`src/hgba_pkg.sv`:
```
package hgba_pkg;

    localparam int KEY_INPUTS = 4;
    localparam int WORD_W     = 64;
    localparam int KW_W       = 3;
    localparam int EC_W       = 11;
    localparam int MODE_W     = 2;
    localparam int STATUS_W   = 2;
    localparam int SLOT_W     = 10;
    localparam int CFG_IDX_W  = 2;
    localparam int CHUNK_BITS = 8;

    typedef logic [WORD_W-1:0] word_t;
    typedef word_t [KEY_INPUTS-1:0] key_t;

    typedef enum logic [STATUS_W-1:0] {
        STATUS_UPDATED = 2'd0,
        STATUS_NEW     = 2'd1,
        STATUS_FULL    = 2'd2,
        STATUS_CLEARED = 2'd3
    } status_t;

    typedef enum logic [MODE_W-1:0] {
        AGG_CNT = 2'd0,
        AGG_SUM = 2'd1,
        AGG_MAX = 2'd2,
        AGG_MIN = 2'd3
    } agg_mode_t;

    typedef enum logic {
        REQ_CLEAR     = 1'b0,
        REQ_AGGREGATE = 1'b1
    } req_type_t;

    typedef enum logic [CFG_IDX_W-1:0] {
        CFG_KEY_WORDS   = 2'd0,
        CFG_ENTRY_COUNT = 2'd1,
        CFG_INIT_VALUE  = 2'd2,
        CFG_AGG_MODE    = 2'd3
    } cfg_index_t;

    typedef struct packed {
        logic            start;
        logic [KW_W-1:0] key_words;
    } hash_cmd_t;

    function automatic word_t apply_agg(input agg_mode_t mode, input word_t cur,
                                        input word_t v);
        word_t res;
        case (mode)
            AGG_CNT: res = cur + 64'd1;
            AGG_SUM: res = cur + v;
            AGG_MAX: res = ($signed(cur) < $signed(v)) ? v : cur;
            AGG_MIN: res = ($signed(v) < $signed(cur)) ? v : cur;
            default: res = cur;
        endcase
        return res;
    endfunction

endpackage

```
`src/hgba_hash.sv`:
```
module hgba_hash #(
    parameter int ENTRIES = 1024,
    localparam int CNT_W = $clog2(ENTRIES + 1),
    localparam int IDX_W = $clog2(ENTRIES)
) (
    input  logic                clk,
    input  logic                rst_n,
    input  hgba_pkg::hash_cmd_t cmd,
    input  hgba_pkg::key_t      key,
    input  logic [CNT_W-1:0]    n,
    output logic                done,
    output logic [IDX_W-1:0]    h
);

    localparam int RW = CNT_W + 1;
    localparam int VW = CNT_W + 6;
    localparam int CHUNKS = hgba_pkg::WORD_W / hgba_pkg::CHUNK_BITS;
    localparam int CH_W = $clog2(CHUNKS);
    localparam int WI_W = $clog2(hgba_pkg::KEY_INPUTS);

    typedef enum logic [2:0] {
        H_IDLE = 3'b001,
        H_RUN  = 3'b010,
        H_COMB = 3'b100
    } hstate_t;

    hstate_t                   state_reg, state_next;
    logic [WI_W-1:0]           word_reg, word_next;
    logic [CH_W-1:0]           chunk_reg, chunk_next;
    logic [IDX_W-1:0]          rem_reg, rem_next;
    logic [IDX_W-1:0]          wrap_reg, wrap_next;
    logic [IDX_W-1:0]          hash_reg, hash_next;
    logic [hgba_pkg::KW_W-1:0] kw_reg, kw_next;
    hgba_pkg::word_t           sh_reg, sh_next;
    hgba_pkg::key_t            key_reg, key_next;
    logic                      done_reg, done_next;

    logic [RW-1:0]    r_v, w_v, t_r, t_w, n_rw, d_v;
    logic [VW-1:0]    v_v, sub_v;
    logic [IDX_W-1:0] wrap_init;
    logic [WI_W-1:0]  word_inc;

    assign n_rw      = RW'(n);
    assign wrap_init = (n == CNT_W'(1)) ? '0 : IDX_W'(1);
    assign word_inc  = word_reg + WI_W'(1);

    always_comb
    begin
        state_next = state_reg;
        word_next  = word_reg;
        chunk_next = chunk_reg;
        rem_next   = rem_reg;
        wrap_next  = wrap_reg;
        hash_next  = hash_reg;
        kw_next    = kw_reg;
        sh_next    = sh_reg;
        key_next   = key_reg;
        done_next  = 1'b0;
        r_v        = RW'(rem_reg);
        w_v        = RW'(wrap_reg);
        t_r        = '0;
        t_w        = '0;
        d_v        = '0;
        v_v        = '0;
        sub_v      = '0;
        case (state_reg)
            H_IDLE:
            begin
                if (cmd.start)
                begin
                    // The key is held here, as the request port moves on.
                    kw_next    = cmd.key_words;
                    key_next   = key;
                    word_next  = '0;
                    chunk_next = '0;
                    rem_next   = '0;
                    wrap_next  = wrap_init;
                    hash_next  = '0;
                    sh_next    = key[0];
                    state_next = H_RUN;
                end
            end
            H_RUN:
            begin
                // Eight bits of the word, most significant first, fold into the
                // remainder; the wrap term doubles alongside to give 2^64 mod n.
                for (int b = 0; b < hgba_pkg::CHUNK_BITS; b++)
                begin
                    t_r = {r_v[RW-2:0], sh_reg[hgba_pkg::WORD_W-1-b]};
                    if (t_r >= n_rw)
                    begin
                        t_r = t_r - n_rw;
                    end
                    r_v = t_r;
                    t_w = {w_v[RW-2:0], 1'b0};
                    if (t_w >= n_rw)
                    begin
                        t_w = t_w - n_rw;
                    end
                    w_v = t_w;
                end
                rem_next   = IDX_W'(r_v);
                wrap_next  = IDX_W'(w_v);
                sh_next    = sh_reg << hgba_pkg::CHUNK_BITS;
                chunk_next = chunk_reg + CH_W'(1);
                if (chunk_reg == CH_W'(CHUNKS - 1))
                begin
                    state_next = H_COMB;
                end
            end
            H_COMB:
            begin
                // A negative word subtracts 2^64 mod n from its unsigned remainder.
                d_v = RW'(rem_reg);
                if (key_reg[word_reg][hgba_pkg::WORD_W-1])
                begin
                    if (RW'(rem_reg) >= RW'(wrap_reg))
                    begin
                        d_v = RW'(rem_reg) - RW'(wrap_reg);
                    end
                    else
                    begin
                        d_v = RW'(rem_reg) + n_rw - RW'(wrap_reg);
                    end
                end
                v_v = (VW'(hash_reg) << 5) - VW'(hash_reg) + VW'(d_v);
                for (int k = 4; k >= 0; k--)
                begin
                    sub_v = VW'(n) << k;
                    if (v_v >= sub_v)
                    begin
                        v_v = v_v - sub_v;
                    end
                end
                hash_next = IDX_W'(v_v);
                if ((hgba_pkg::KW_W'(word_reg) + hgba_pkg::KW_W'(1)) >= kw_reg)
                begin
                    done_next  = 1'b1;
                    state_next = H_IDLE;
                end
                else
                begin
                    word_next  = word_inc;
                    chunk_next = '0;
                    rem_next   = '0;
                    wrap_next  = wrap_init;
                    sh_next    = key_reg[word_inc];
                    state_next = H_RUN;
                end
            end
            default:
            begin
                state_next = H_IDLE;
            end
        endcase
    end

    always_ff @(posedge clk or negedge rst_n)
    begin
        if (!rst_n)
        begin
            state_reg <= H_IDLE;
            done_reg  <= 1'b0;
        end
        else
        begin
            state_reg <= state_next;
            done_reg  <= done_next;
        end
    end

    always_ff @(posedge clk)
    begin
        word_reg  <= word_next;
        chunk_reg <= chunk_next;
        rem_reg   <= rem_next;
        wrap_reg  <= wrap_next;
        hash_reg  <= hash_next;
        kw_reg    <= kw_next;
        sh_reg    <= sh_next;
        key_reg   <= key_next;
    end

    assign done = done_reg;
    assign h    = hash_reg;

endmodule

```
`config.mk`:
```
export PLATFORM = sky130hd
export DESIGN_NAME = hgba_hash
export DESIGN_NICKNAME = d
export VERILOG_FILES = /design/src/hgba_pkg.sv /design/src/hgba_hash.sv
export SDC_FILE = /design/constraint.sdc
export NUM_CORES = 1
export LEC_CHECK = 0
export ABC_CLOCK_PERIOD_IN_PS = 38200
export BUFFER_PORTS_ARGS = -buffer_cell sky130_fd_sc_hd__buf_2
export CORE_ASPECT_RATIO = 1.4
export CORE_MARGIN = 1.5
export CORE_UTILIZATION = 40
export DETAILED_ROUTE_END_ITERATION = 10
export PLACE_DENSITY = 0.57
export RECOVER_POWER = 100
export SETUP_SLACK_MARGIN = 0.15
export SYNTH_ARGS = -nofsm -noshare
export SYNTH_HDL_FRONTEND = slang
export SYNTH_SLANG_ARGS = --single-unit
```
`constraint.sdc`:
```
create_clock -name clk -period 38.2 [get_ports clk]
set_clock_uncertainty 0.15 [all_clocks]
set_input_delay 7.64 -clock clk [delete_from_list [all_inputs] [get_ports clk]]
set_output_delay 7.64 -clock clk [all_outputs]
set_load 0.005 [all_outputs]
```
==> results.md <==
- Min cycle time layout: between 30 and 40 ns
- Iter 0 DRT Violations: approximately 1.4k
- Hold Crit Start: sh_reg[55]
- Least-Margin Pin Slew: about 9.2 ns
- CTS Buf Count: 34
- Number of H-tree levels: 2
- Area grow syn2layout: 11.9%
- Post-CTS Setup Inserts: 0
- Synth warn: 0
- Worst r2r src: sh_reg[63]
- Initial antenna violation count: 31
- Cell Area, Synth: 28700 µm²
- Core Rows: ~120
- Worst path most repeated cell: o21ai_0
- Total number of vias: 22.8k
- Dpl hpwl: 68400 µm
- # nets final: 3584
- Max reg flops: around 260
- Worst min-delay path class: register to register
- CP arrival: approximately 33 ns
- Clk_lat worst skew: about 0.55 ns
- Synthesized flop and latch total: 362
- DR top layer: met5
- Synthesized area per cell: ~10 µm²
- Slew HR: -5.16
- Max Clk Rate: 0.0303 GHz
- Distinct cells, synth: 97
- Most frequent cell after synthesis: edfxtp_1
- Post-synthesis sequential area ratio: 0.379
- Placer Congestion: 0.919
- Core area: 71300 µm²
- Overall routing resource usage: 0.239
- Yosys top cell area share: 0.375
- Register area: 10900 µm²
- Hold WS: 0.408 ns
- Unrepaired setup endpoints after global routing: no
- Most used DFF post-synth: edfxtp_1
- DRC Markers: 0
- Slew Viols, Final: ~530
- Multi-input gate area: ~17000 µm²
- Root Driver: clkbuf_16
- Drt wl/cell: 22.3 µm
- Drt total wl: 89200 µm
- Final ANT Viol Nets: 0
- Hold Path Cell Cnt: 2
- Setup TNS: 0 ns
- Failing checks: capacitance limit, slew limit
- CP max stage cell: clkbuf_1
- R2R Setup Slk: 13.74 ns
- Synth async-reset ratio: 0.0110
- Vias per cell: ~5.7
- Area leader, netlist: edfxtp_1
- DIE AREA: 73300 µm²
- # hold bufs at CTS: 0
- CP Class: input pin to register
- Max Buffers Root-to-Sink: 3
- Die Y-Extent: 320 µm
- Syn Nets: 3314
- CP max FO: 40
- Fraction of layout cells with a size suffix above 1: 0.145
- Placed cell area: 31200 µm²
- CTS tree: yes
- # port buffers: 283
- DRT met1 WL: 34100 µm
- First-pass GRT wire length: 135000 µm
- TritonRoute pass-1 iters: 7
- Ranking of synthesized cells by area: edfxtp_1 37%, ha_1 12%, mux4_2 5.1%
- Vias in the first global route: 23.5k
- Post-Syn Instances: 2746
- Reg2reg path depth: 89
- Startpoint Class: input pin
- Final hold violations: 0
- Worst Path Required: 38.44 ns
- Finish-stage setup viols: 0
- Critical path capture point type: register
- # IOs: 284
- Post_cts resized: 0
- Synth cell count leaders: 358 x edfxtp_1, 269 x ha_1, 234 x nand2_1, 187 x nor2_1, 171 x inv_1
- Filler cell count: 6721
- Worst Hold End: sh_reg[63]
- Clock slew at reported path FFs: 0.06 ns
- Status: complete, but fails checks
- Overflow after GRT: 0
- Post-Layout Inst Area: 32100 µm²
- Number of synthesized flops with an enable pin: 358
- Met2 WL: 45500 µm
- Met3 routed WL: 4930 µm
- Placed insts: around 3.9k
- Non-Filler Instances: between 3k and 4k
- Max Cap Violations: 7
- Clk sinks: 362
- FF-to-FF End: rem_reg[1]
- Tcrit/Tclk final: 0.865
- Die Wd: 229 µm
- Initial Util: 0.402
- Largest net degree at the start of global routing: 177
- Max incr delay on CP: 1.71 ns
-- metrics by stage --
| stage | util | setup slack [ns] |
|---|---|---|
| after floorplan | - | 0.804 |
| after global placement | 0.438 | 7.81 |
| after detailed placement | 0.438 | 7.26 |
| after CTS | 0.453 | 7.71 |
| after global routing | 0.450 | 2.72 |
| final | 0.450 | 5.16 |
-- per-layer routing --
| metal | global-route usage | vias to the layer above |
|---|---|---|
| met5 | 0 | - |
| li1 | - | 10900 |
| met1 | 0.263 | 11000 |
| met4 | 0.106 | 40 |
| met3 | 0.0479 | 219 |
| met2 | 0.442 | 646 |
-- critical path: cells and delay by family --
| kind | cells | cell delay [ns] |
|---|---|---|
| multiplexers | 6 | 2.10 |
| AND/OR/NAND/NOR | 16 | 3.93 |
| adder cells (fa/ha/maj) | 9 | 3.11 |
| buffers and inverters | 4 | 1.98 |
| AO/OA/AOI/OAI | 54 | 14.31 |
| XOR/XNOR | 1 | 0.12 |
-- worst max-delay path by stage --
| stage | from | end | slack (ns) | depth (start not counted) |
|---|---|---|---|---|
| 2_1_floorplan | cmd[3] | chunk_reg[0] | 0.80 | 6 |
| 3_3_place_gp | n[1] | rem_reg[1] | 7.81 | 88 |
| 3_5_place_dp | n[1] | rem_reg[9] | 7.26 | 90 |
| 4_1_cts | n[1] | rem_reg[1] | 7.71 | 90 |
| 5_1_grt | n[0] | rem_reg[1] | 2.72 | 90 |
| 6_report | n[0] | rem_reg[1] | 5.16 | 90 |
-- cell type report --
cell class | instances | area share
Antenna cell | 13 | 0.00101
Sequential cell | 362 | 0.338
Clock buffer | 42 | 0.0281
Timing Repair Buffer | 309 | 0.0462
Tap cell | 944 | 0.0368
Inverter | 172 | 0.0202
Clock inverter | 16 | 0.00542
Multi-Input combinational cell | 2137 | 0.524
-- cell families after synthesis --
family	share of synthesized area
fa+ha+maj	0.136
buf+inv	0.0334
simple gates	0.124
flops	0.379
compound gates	0.176
xor+xnor	0.0535
mux	0.0992
-- placed cells by master (no fill, tap or decap), types with 16 or more instances in the layout --
master,synthesis,final
edfxtp_1,358,358
ha_1,269,269
nand2_1,234,234
buf_2,9,202
nor2_1,187,186
inv_1,171,170
a21oi_1,156,156
o21ai_0,129,134
xnor2_1,121,121
a21o_1,104,104
clkbuf_1,48,96
mux2_2,72,68
mux4_2,65,65
a22oi_1,56,56
xor2_1,54,54
nand2b_1,50,50
nor3_1,45,45
mux2i_1,45,45
nand3_1,42,43
o21a_1,41,41
nor2b_1,39,39
clkbuf_16,0,35
nand4_1,33,33
o21bai_1,30,30
fa_1,26,26
a21boi_0,24,24
a211oi_1,19,20
and3_1,19,19
or3_1,17,18
o211ai_1,17,18
buf_4,1,18
o31ai_1,16,16
Power is left out: the tool's default activity adds up to more than one toggle a clock period on the data nets, which glitch-free logic cannot reach.
